==> src/hw/rtl/fdsu_pkg.sv <==
`timescale 1ns / 1ps
`default_nettype none
// ----------------------------------------------------------------------------
// fdsu_pkg
// Shared widths, word codes and status codes of the data stack unit.
// ----------------------------------------------------------------------------
package fdsu_pkg;
  localparam int unsigned DefStackDepth = 64;
  localparam int unsigned WordW = 32;
  localparam int unsigned CapW = 7;

  localparam logic [4:0] K_PUSH = 5'd0;
  localparam logic [4:0] K_POP = 5'd1;
  localparam logic [4:0] K_TOP = 5'd2;
  localparam logic [4:0] K_DUP = 5'd3;
  localparam logic [4:0] K_SWAP = 5'd4;
  localparam logic [4:0] K_ADD = 5'd5;
  localparam logic [4:0] K_SUB = 5'd6;
  localparam logic [4:0] K_MUL = 5'd7;
  localparam logic [4:0] K_DIV = 5'd8;
  localparam logic [4:0] K_DIVMOD = 5'd9;
  localparam logic [4:0] K_MOD = 5'd10;
  localparam logic [4:0] K_OVER = 5'd11;
  localparam logic [4:0] K_ROT = 5'd12;
  localparam logic [4:0] K_DROP = 5'd13;
  localparam logic [4:0] K_2SWAP = 5'd14;
  localparam logic [4:0] K_2DUP = 5'd15;
  localparam logic [4:0] K_2OVER = 5'd16;
  localparam logic [4:0] K_2DROP = 5'd17;

  localparam logic [1:0] ST_OK = 2'd0;
  localparam logic [1:0] ST_UNDER = 2'd1;
  localparam logic [1:0] ST_OVER = 2'd2;
  localparam logic [1:0] ST_DIVZ = 2'd3;

  typedef struct packed {
    logic start;
    logic [WordW-1:0] dividend;
    logic [WordW-1:0] divisor;
  } div_req_t;

  typedef struct packed {
    logic done;
    logic [WordW-1:0] quot;
    logic [WordW-1:0] rem;
  } div_rsp_t;

  // entries a word needs present
  function automatic logic [2:0] need_of(input logic [4:0] k);
    case (k)
      K_POP, K_DUP, K_DROP: need_of = 3'd1;
      K_ROT: need_of = 3'd3;
      K_2SWAP, K_2OVER: need_of = 3'd4;
      K_PUSH, K_TOP: need_of = 3'd0;
      default: need_of = (k <= K_2DROP) ? 3'd2 : 3'd0;
    endcase
  endfunction

  // entries a word adds
  function automatic logic [1:0] growth_of(input logic [4:0] k);
    case (k)
      K_PUSH, K_DUP, K_OVER: growth_of = 2'd1;
      K_2DUP, K_2OVER: growth_of = 2'd2;
      default: growth_of = 2'd0;
    endcase
  endfunction
endpackage
`default_nettype wire

==> src/hw/rtl/forth_data_stack_unit.sv <==
`timescale 1ns / 1ps
`default_nettype none
// ----------------------------------------------------------------------------
// forth_data_stack_unit
// Bounded Forth data stack of signed 32-bit words with arithmetic.
// ----------------------------------------------------------------------------
// Usage:
//   in_tdata carries push_operand, in_tuser the word code. One result per
//   word on out_: out_tuser is the status, out_tdata holds read_value then
//   depth_after. cfg_we/cfg_wdata set capacity_limit (reset 64).
//   The entries live in one single-port RAM. A word reads its operands one
//   entry a cycle (up to four reads, with registered read data), computes,
//   then writes results back one entry a cycle and reads the new top.
//   Div, mod and divmod wait on the bit-serial divider before writing back.
//   One word is in flight at a time.
//   The result sits in an output register; the next word is accepted only
//   once that result is taken, at the earliest in the cycle it is taken,
//   so a stalled receiver holds the input off.
//   Reset empties the stack (count to zero); RAM contents are not cleared.
// ----------------------------------------------------------------------------
module forth_data_stack_unit #(
  parameter int unsigned STACK_DEPTH = fdsu_pkg::DefStackDepth
) (
  input  wire        clk,
  input  wire        rst_n,
  input  wire        in_tvalid,
  output logic       in_tready,
  input  wire [31:0] in_tdata,   // push_operand[31:0]
  input  wire [4:0]  in_tuser,   // kind[4:0]
  output logic       out_tvalid,
  input  wire        out_tready,
  output logic [39:0] out_tdata, // read_value[31:0], depth_after[38:32], pad
  output logic [1:0] out_tuser,  // status[1:0]
  input  wire        cfg_we,
  input  wire [6:0]  cfg_wdata   // capacity_limit[6:0]
);
  import fdsu_pkg::*;

  localparam int unsigned AW = $clog2(STACK_DEPTH);
  localparam int unsigned CW = $clog2(STACK_DEPTH + 1);

  typedef enum logic [6:0] {
    S_IDLE  = 7'b0000001,
    S_READ  = 7'b0000010,
    S_CALC  = 7'b0000100,
    S_DIV   = 7'b0001000,
    S_WRITE = 7'b0010000,
    S_TOP   = 7'b0100000,
    S_OUT   = 7'b1000000
  } state_t;

  state_t state_r, state_nxt;
  logic [CW-1:0] cnt_r, cnt_nxt;
  logic [CW-1:0] newcnt_r, newcnt_nxt;
  logic [6:0]    cap_r;
  logic [4:0]    kind_r, kind_nxt;
  logic [31:0]   opnd_r, opnd_nxt;
  logic [31:0]   opv_r [4];  // opv_r[0] = top
  logic [31:0]   opv_nxt [4];
  logic [31:0]   wv_r [4], wv_nxt [4];  // wv_r[i]: value for slot i from new top
  logic [2:0]    nw_r, nw_nxt;   // entries to write
  logic [2:0]    step_r, step_nxt;
  logic          rdpend_r, rdpend_nxt;
  logic [31:0]   rv_r, rv_nxt;
  logic          haverd_r, haverd_nxt;
  logic [1:0]    st_r, st_nxt;
  logic          ov_r, ov_nxt;
  logic [31:0]   ordv_r, ordv_nxt;
  logic [1:0]    ost_r, ost_nxt;
  logic [CW-1:0] odep_r, odep_nxt;

  logic          ram_we;
  logic [AW-1:0] ram_addr;
  logic [31:0]   ram_wdata, ram_rdata;
  div_req_t      dreq;
  div_rsp_t      drsp;

  logic [CW:0]   effcap, need_dep;
  logic [2:0]    need;
  logic [1:0]    grow;
  logic [CW-1:0] addr_full;

  fdsu_ram #(.WIDTH(WordW), .DEPTH(STACK_DEPTH)) u_ram (
    .clk(clk), .we(ram_we), .addr(ram_addr), .wdata(ram_wdata), .rdata(ram_rdata)
  );

  fdsu_div u_div (.clk(clk), .rst_n(rst_n), .req(dreq), .rsp(drsp));

  assign need = need_of(kind_r);
  assign grow = growth_of(kind_r);
  assign effcap = (32'(cap_r) > STACK_DEPTH) ? (CW+1)'(STACK_DEPTH)
                  : (CW+1)'(cap_r);
  assign need_dep = {1'b0, cnt_r} + (CW+1)'(grow);
  assign in_tready = (state_r == S_IDLE) && !(ov_r && !out_tready);

  always_comb begin
    state_nxt = state_r;
    cnt_nxt = cnt_r;
    newcnt_nxt = newcnt_r;
    kind_nxt = kind_r;
    opnd_nxt = opnd_r;
    opv_nxt = opv_r;
    wv_nxt = wv_r;
    nw_nxt = nw_r;
    step_nxt = step_r;
    rdpend_nxt = 1'b0;
    rv_nxt = rv_r;
    haverd_nxt = haverd_r;
    st_nxt = st_r;
    ov_nxt = ov_r;
    ordv_nxt = ordv_r;
    ost_nxt = ost_r;
    odep_nxt = odep_r;
    ram_we = 1'b0;
    addr_full = '0;
    ram_wdata = '0;
    dreq.start = 1'b0;
    dreq.dividend = opv_r[1];
    dreq.divisor = opv_r[0];

    // drop delivered item
    if (ov_r && out_tready) begin
      ov_nxt = 1'b0;
    end

    unique case (state_r)
      S_IDLE: begin
        if (in_tvalid && in_tready) begin
          kind_nxt = in_tuser;
          opnd_nxt = in_tdata;
          step_nxt = '0;
          state_nxt = S_READ;
        end
      end
      S_READ: begin
        // capture last read, issue next
        if (rdpend_r) begin
          opv_nxt[2'(step_r - 3'd1)] = ram_rdata;
        end
        if (step_r < need && {1'b0, cnt_r} >= (CW+1)'(need)) begin
          addr_full = cnt_r - CW'(step_r) - CW'(1);
          rdpend_nxt = 1'b1;
          step_nxt = step_r + 3'd1;
        end else if (!rdpend_r || step_r >= need) begin
          if (!rdpend_r) state_nxt = S_CALC;
        end
      end
      S_CALC: begin
        haverd_nxt = 1'b0;
        st_nxt = ST_OK;
        nw_nxt = '0;
        newcnt_nxt = cnt_r;
        state_nxt = S_TOP;
        if (kind_r > K_2DROP) begin
          st_nxt = ST_OK;
        end else if ({1'b0, cnt_r} < (CW+1)'(need)) begin
          st_nxt = ST_UNDER;
        end else if (grow != 2'd0 && need_dep > effcap) begin
          st_nxt = ST_OVER;
        end else if ((kind_r == K_DIV || kind_r == K_DIVMOD || kind_r == K_MOD)
                     && opv_r[0] == '0) begin
          st_nxt = ST_DIVZ;
        end else begin
          state_nxt = S_WRITE;
          step_nxt = '0;
          case (kind_r)
            K_PUSH: begin
              wv_nxt[0] = opnd_r; nw_nxt = 3'd1; newcnt_nxt = cnt_r + CW'(1);
            end
            K_POP, K_DROP: begin
              rv_nxt = opv_r[0]; haverd_nxt = 1'b1; newcnt_nxt = cnt_r - CW'(1);
            end
            K_DUP: begin
              wv_nxt[0] = opv_r[0]; nw_nxt = 3'd1; newcnt_nxt = cnt_r + CW'(1);
            end
            K_SWAP: begin
              wv_nxt[0] = opv_r[1]; wv_nxt[1] = opv_r[0]; nw_nxt = 3'd2;
            end
            K_ADD: begin
              wv_nxt[0] = opv_r[1] + opv_r[0]; nw_nxt = 3'd1;
              newcnt_nxt = cnt_r - CW'(1);
            end
            K_SUB: begin
              wv_nxt[0] = opv_r[1] - opv_r[0]; nw_nxt = 3'd1;
              newcnt_nxt = cnt_r - CW'(1);
            end
            K_MUL: begin
              wv_nxt[0] = 32'(opv_r[1] * opv_r[0]); nw_nxt = 3'd1;
              newcnt_nxt = cnt_r - CW'(1);
            end
            K_DIV, K_MOD: begin
              dreq.start = 1'b1; nw_nxt = 3'd1; newcnt_nxt = cnt_r - CW'(1);
              state_nxt = S_DIV;
            end
            K_DIVMOD: begin
              dreq.start = 1'b1; nw_nxt = 3'd2; state_nxt = S_DIV;
            end
            K_OVER: begin
              wv_nxt[0] = opv_r[1]; nw_nxt = 3'd1; newcnt_nxt = cnt_r + CW'(1);
            end
            K_ROT: begin
              wv_nxt[0] = opv_r[2]; wv_nxt[1] = opv_r[0]; wv_nxt[2] = opv_r[1];
              nw_nxt = 3'd3;
            end
            K_2SWAP: begin
              wv_nxt[0] = opv_r[2]; wv_nxt[1] = opv_r[3];
              wv_nxt[2] = opv_r[0]; wv_nxt[3] = opv_r[1]; nw_nxt = 3'd4;
            end
            K_2DUP: begin
              wv_nxt[0] = opv_r[0]; wv_nxt[1] = opv_r[1]; nw_nxt = 3'd2;
              newcnt_nxt = cnt_r + CW'(2);
            end
            K_2OVER: begin
              wv_nxt[0] = opv_r[2]; wv_nxt[1] = opv_r[3]; nw_nxt = 3'd2;
              newcnt_nxt = cnt_r + CW'(2);
            end
            K_2DROP: begin
              newcnt_nxt = cnt_r - CW'(2);
            end
            default: begin
              nw_nxt = '0;
            end
          endcase
        end
      end
      S_DIV: begin
        if (drsp.done) begin
          if (kind_r == K_DIV) wv_nxt[0] = drsp.quot;
          else if (kind_r == K_MOD) wv_nxt[0] = drsp.rem;
          else begin
            wv_nxt[0] = drsp.quot; wv_nxt[1] = drsp.rem;
          end
          state_nxt = S_WRITE;
        end
      end
      S_WRITE: begin
        // write one entry a cycle, top first
        if (step_r < nw_r) begin
          ram_we = 1'b1;
          addr_full = newcnt_r - CW'(step_r) - CW'(1);
          ram_wdata = wv_r[step_r[1:0]];
          step_nxt = step_r + 3'd1;
        end else begin
          cnt_nxt = newcnt_r;
          state_nxt = S_TOP;
        end
      end
      S_TOP: begin
        // read new top
        addr_full = cnt_r - CW'(1);
        rdpend_nxt = 1'b1;
        state_nxt = S_OUT;
      end
      S_OUT: begin
        if (!ov_nxt) begin
          ov_nxt = 1'b1;
          ost_nxt = st_r;
          odep_nxt = cnt_r;
          ordv_nxt = haverd_r ? rv_r : ((cnt_r == '0) ? 32'd0 : ram_rdata);
          state_nxt = S_IDLE;
        end else begin
          addr_full = cnt_r - CW'(1);
          rdpend_nxt = 1'b1;
        end
      end
      default: state_nxt = S_IDLE;
    endcase
  end

  assign ram_addr = addr_full[AW-1:0];

  always_ff @(posedge clk) begin
    if (!rst_n) begin
      state_r <= S_IDLE;
      cnt_r <= '0;
      cap_r <= 7'd64;
      ov_r <= 1'b0;
      rdpend_r <= 1'b0;
      step_r <= '0;
    end else begin
      state_r <= state_nxt;
      cnt_r <= cnt_nxt;
      ov_r <= ov_nxt;
      rdpend_r <= rdpend_nxt;
      step_r <= step_nxt;
      if (cfg_we) cap_r <= cfg_wdata;
    end
    newcnt_r <= newcnt_nxt;
    kind_r <= kind_nxt;
    opnd_r <= opnd_nxt;
    opv_r <= opv_nxt;
    wv_r <= wv_nxt;
    nw_r <= nw_nxt;
    rv_r <= rv_nxt;
    haverd_r <= haverd_nxt;
    st_r <= st_nxt;
    ordv_r <= ordv_nxt;
    ost_r <= ost_nxt;
    odep_r <= odep_nxt;
  end

  assign out_tvalid = ov_r;
  assign out_tuser = ost_r;
  assign out_tdata = {1'b0, 7'(odep_r), ordv_r};
endmodule
`default_nettype wire

==> src/hw/rtl/fdsu_ram.sv <==
`timescale 1ns / 1ps
`default_nettype none
// ----------------------------------------------------------------------------
// fdsu_ram
// Generic single-port RAM with registered read data.
// ----------------------------------------------------------------------------
module fdsu_ram #(
  parameter int unsigned WIDTH = 32,
  parameter int unsigned DEPTH = 64
) (
  input  wire                      clk,
  input  wire                      we,
  input  wire [$clog2(DEPTH)-1:0]  addr,
  input  wire [WIDTH-1:0]          wdata,
  output logic [WIDTH-1:0]         rdata
);
  logic [WIDTH-1:0] mem [DEPTH];

  // write or read one entry
  always_ff @(posedge clk) begin
    if (we) begin
      mem[addr] <= wdata;
    end
    rdata <= mem[addr];
  end
endmodule
`default_nettype wire

==> src/hw/rtl/fdsu_div.sv <==
`timescale 1ns / 1ps
`default_nettype none
// ----------------------------------------------------------------------------
// fdsu_div
// Signed 32-bit restoring divider, one quotient bit per cycle, truncating.
// ----------------------------------------------------------------------------
module fdsu_div (
  input  wire                clk,
  input  wire                rst_n,
  input  fdsu_pkg::div_req_t req,
  output fdsu_pkg::div_rsp_t rsp
);
  import fdsu_pkg::*;

  logic [WordW-1:0] q_r, q_nxt, d_r, d_nxt;
  logic [WordW:0]   rem_r, rem_nxt;
  logic [5:0]       cnt_r, cnt_nxt;
  logic             busy_r, busy_nxt, done_r, done_nxt;
  logic             nq_r, nq_nxt, nr_r, nr_nxt;
  logic [WordW:0]   trial;
  logic [WordW:0]   shifted;

  always_comb begin
    q_nxt = q_r;
    d_nxt = d_r;
    rem_nxt = rem_r;
    cnt_nxt = cnt_r;
    busy_nxt = busy_r;
    done_nxt = 1'b0;
    nq_nxt = nq_r;
    nr_nxt = nr_r;
    shifted = {rem_r[WordW-1:0], q_r[WordW-1]};
    trial = shifted - {1'b0, d_r};
    if (req.start) begin
      // load magnitudes
      q_nxt = req.dividend[WordW-1] ? -req.dividend : req.dividend;
      d_nxt = req.divisor[WordW-1] ? -req.divisor : req.divisor;
      rem_nxt = '0;
      cnt_nxt = 6'(WordW);
      busy_nxt = 1'b1;
      nq_nxt = req.dividend[WordW-1] ^ req.divisor[WordW-1];
      nr_nxt = req.dividend[WordW-1];
    end else if (busy_r) begin
      // one bit a cycle
      if (!trial[WordW]) begin
        rem_nxt = trial;
        q_nxt = {q_r[WordW-2:0], 1'b1};
      end else begin
        rem_nxt = shifted;
        q_nxt = {q_r[WordW-2:0], 1'b0};
      end
      cnt_nxt = cnt_r - 6'd1;
      if (cnt_r == 6'd1) begin
        busy_nxt = 1'b0;
        done_nxt = 1'b1;
      end
    end
  end

  always_ff @(posedge clk) begin
    if (!rst_n) begin
      busy_r <= 1'b0;
      done_r <= 1'b0;
      cnt_r <= '0;
    end else begin
      busy_r <= busy_nxt;
      done_r <= done_nxt;
      cnt_r <= cnt_nxt;
    end
    q_r <= q_nxt;
    d_r <= d_nxt;
    rem_r <= rem_nxt;
    nq_r <= nq_nxt;
    nr_r <= nr_nxt;
  end

  // apply signs
  assign rsp.done = done_r;
  assign rsp.quot = nq_r ? -q_r : q_r;
  assign rsp.rem = nr_r ? -rem_r[WordW-1:0] : rem_r[WordW-1:0];
endmodule
`default_nettype wire

==> config.mk <==
export PLATFORM = sky130hd
export DESIGN_NAME = forth_data_stack_unit
export DESIGN_NICKNAME = d
export VERILOG_FILES = /design/src/hw/rtl/fdsu_pkg.sv /design/src/hw/rtl/forth_data_stack_unit.sv /design/src/hw/rtl/fdsu_ram.sv /design/src/hw/rtl/fdsu_div.sv
export SDC_FILE = /design/constraint.sdc
export NUM_CORES = 2
export LEC_CHECK = 0
export BUFFER_PORTS_ARGS = -buffer_cell sky130_fd_sc_hd__buf_2
export CORE_MARGIN = 1.5
export CORE_UTILIZATION = 69
export DETAILED_ROUTE_END_ITERATION = 16
export GPL_TIMING_DRIVEN = 0
export PLACE_DENSITY = 0.86
export SLEW_MARGIN = 20
export SYNTH_ARGS = -nofsm -noshare
export SYNTH_HDL_FRONTEND = slang
export SYNTH_SLANG_ARGS = --single-unit
==> constraint.sdc <==
create_clock -name clk -period 15.6 [get_ports clk]
set_input_delay 1.56 -clock clk [delete_from_list [all_inputs] [get_ports clk]]
set_output_delay 1.56 -clock clk [all_outputs]
set_load 0.02 [all_outputs]
==> out/qor.yml, run 1 <==
synth_top_area_share_pct: 62.6
synth_cell_types: 90
dp_hpwl_um: 370000
rows: 152
netlist_top_cells_count: "edfxtp_1 (2493), a22oi_1 (758), nand2_1 (496)"
ys.flop_type: "edfxtp_1"
synth_top_area_cell: "edfxtp_1"
ys_seq_area_share_pct: 64.2
clockBufferDepth: 3
stop_stage: "global routing (5_1_grt)"
outcome: "did not finish"
synth_area_mm2: 0.120
cts_num_sinks: 2591
cts-root-buf: "clkbuf_16"
synth_edf_count: 2493
initial_core_util_pct: 69.6
post_cts_buffers: 0
cts-resized-gates: 0
synthTopCellsByArea: "edfxtp_1 (63%), fa_1 (6.9%), a22oi_1 (4.8%)"
gp_congestion: 1.10
error_line: "[ERROR GRT-0232] Routing congestion too high. Check the congestion heatmap in the GUI."
async_reset_ff_share_pct: 0
top_level_ports: 93
syn_avg_cell_area_um2: 14.3
grt_max_degree: 65
cts_htree_levels: 4
ys_ff_latch: 2591
grt_usage_pct: 79.5
cts_buffers: 239
syn_nets: 9045
grt_overflow_total: 228
syn_inst: 8354
die_w_um: 419
cts_hold_buffers: 0
ys_warn_count: 0
die_h_um: 419
synth.most_common_cell: "edfxtp_1"
portBuffers: 90
place_area_mm2: 0.128
==> metal layers <==
layer  GRT usage (%)  overflow
met1            80.1        29
met5            52.3         3
met4            75.3        85
met3            69.1        17
met2            91.5        94
==> cell families after synthesis <==
group / count (synthesis) / share of synthesized area [%]
xor+xnor: 303 / 2.22
mux: 89 / 1.11
simple gates: 1593 / 6.80
flops: 2591 / 64.2
fa+ha+maj: 642 / 9.31
buf+inv: 1011 / 3.39
other cells: 1 / 0.00314
compound gates: 2124 / 12.9
==> stage by stage <==
stage / instances / worst slack, ns
after CTS: 11400 / 4.75
after detailed placement: 11000 / 4.78
after global placement: 10800 / 3.29
after floorplan: 8354 / 7.84
==> run 2, diff against run 1 <==
- CORE_UTILIZATION: 69 -> 40
- PLACE_DENSITY: 0.86 -> not set
- PLACE_DENSITY_LB_ADDON: not set -> 0.15
==> out/qor.yml, run 2 <==
largest_reg_flops: 2048
gp_congestion: 1.04
vias_per_cell: 6.60
cp-end-kind: "register"
final_cell_mix: "edfxtp_1 (2493), a22oi_1 (758), nand2_1 (496), inv_1 (455), fa_1 (414)"
place_area_mm2: 0.131
grt_pass1_wl_um: 762000
cp.required_ns: 16.16
pre_cts_slack_ns: 4.39
largest-register: "u_ram.mem"
worst-slew-pin-transition_ns: 1.38
slew_headroom_pct: 7.61
synth_area_mm2: 0.120
fin_area_mm2: 0.140
maxCapViolations: 0
route.detailed.drc: 0
synthTopCellsByArea: "edfxtp_1 (63%), fa_1 (6.9%), a22oi_1 (4.8%)"
wirelength_um: 584000
routedWlPerCell_um: 44.4
synth.most_common_cell: "edfxtp_1"
die_h_um: 550
cts_hold_buffers: 0
fin_hold_ws_ns: 0.416
die_area_mm2: 0.302
setup_violations: 0
synth_top_area_share_pct: 62.6
drv_slew: 0
path_class: "register to register"
syn_avg_cell_area_um2: 14.3
ant_nets: 0
ys_ff_latch: 2591
p_per_area_mw_per_mm2: 106
fin_crit_sh_pct: 73.3
drive_gt1_share_pct: 13.3
tritoncts: "built"
portBuffers: 90
grt_overflow_total: 0
holdCritPathClass: "register to register"
p_leak_uw: 0.0524
cp_max_fo: 10
cts-resized-gates: 0
initial_core_util_pct: 40.3
finalCriticalPeriod_ns: 11.44
syn_inst: 8354
rows: 200
synth_edf_count: 2493
async_reset_ff_share_pct: 0
synth_cell_types: 90
drt_iter0_drc: 15100
cts_htree_levels: 5
cts-root-buf: "clkbuf_16"
grt_pass1_vias: 81700
cts_num_sinks: 2591
num_vias: 86700
nets: 9659
rsz0062_at_grt: "no"
firstDrtPassIters: 6
tns_ns: 0
hold_viol_final: 0
fp.coreArea_mm2: 0.297
syn_nets: 9045
post_cts_buffers: 0
ys_warn_count: 0
grt_max_degree: 65
netlist_top_cells_count: "edfxtp_1 (2493), a22oi_1 (758), nand2_1 (496)"
cp.arrival_ns: 12.00
fin_util_pct: 47.1
max_stage_delay_ns: 1.04
ys_seq_area_share_pct: 64.2
synth_top_area_cell: "edfxtp_1"
fmaxAchievable_ghz: 0.0874
grt_usage_pct: 38.0
final_common_cell: "edfxtp_1"
syn_to_final_growth_pct: 16.9
dp_hpwl_um: 414000
path_clk_slew_ns: 0.06
reg_top3: "u_ram.mem: 2048 flops, wv_r: 128 flops"
clockBufferDepth: 4
startpoint_type: "register"
cts_buffers: 282
finClkSkew_ns: 0.113
clk_latency_ns: 0.92
antenna_found_initial: 51
die_w_um: 550
setup_ws_ns: 4.16
cp_common_cell: "fa_1"
peakVddDrop_mv: 0.0911
ys.flop_type: "edfxtp_1"
slowest_stage: "edfxtp_1"
outcome: "complete, no violations"
top_level_ports: 93
run 2: cell counts after synthesis:
No cell type changed its count.
run 2: cell type report:
type | count | area [um2]
Multi-Input combinational cell | 4752 | 39600
Clock inverter | 131 | 1220
Buffer | 555 | 2470
Sequential cell | 2591 | 76800
Timing Repair Buffer | 330 | 5540
Fill cell | 25900 | 157000
Inverter | 456 | 1710
Clock buffer | 354 | 7460
Tap cell | 3939 | 4930
Antenna cell | 30 | 75.1
run 2: metal layers:
layer	up-vias	track usage, %	wire [um]
li1	33400	-	-
met1	44700	47.2	206000
met2	6913	58.0	257000
met3	1729	10.0	70000
met4	18	26.5	50100
met5	-	0	141
run 2: through the flow:
stage / power [uW] / std cells
6_report: 14800 / 13100
5_1_grt: 15000 / 13100
4_1_cts: 14700 / 13100
3_5_place_dp: 8360 / 12600
3_3_place_gp: 8350 / 12400
2_1_floorplan: 8050 / 8354
run 2: final timing paths:
| check | startpoint | to | slack (ns) | depth (start not counted) |
|---|---|---|---|---|
| worst max-delay path | dreq[39] | wv_r[127] | 4.16 | 27 |
| worst min-delay path | st_r[0] | out_tuser[0] | 0.42 | 0 |
| worst max register to register | dreq[39] | wv_r[127] | 4.16 | 27 |
| worst min register to register | st_r[0] | out_tuser[0] | 0.42 | 0 |
run 2: logic make-up after synthesis:
family	after synthesis	synth area share, %
fa+ha+maj	642	9.31
flops	2591	64.2
xor+xnor	303	2.22
simple gates	1593	6.80
mux	89	1.11
compound gates	2124	12.9
buf+inv	1011	3.39
other cells	1	0.00314
run 2: where the power goes:
part           switching [uW]  total (uW)  internal, uW
Combinational             479         656           177
Sequential               48.0        7600          7550
Clock                    2860        6530          3670
run 2: critical path: cells and delay by family (launching register included):
family,cells,cell delay [ns]
XOR/XNOR,1,0.36
buffers and inverters,7,1.99
adder cells (fa/ha/maj),9,4.19
AO/OA/AOI/OAI,6,2.62
AND/OR/NAND/NOR,4,0.92
flip-flops,1,1.04
(Power assumes the default switching activity.)
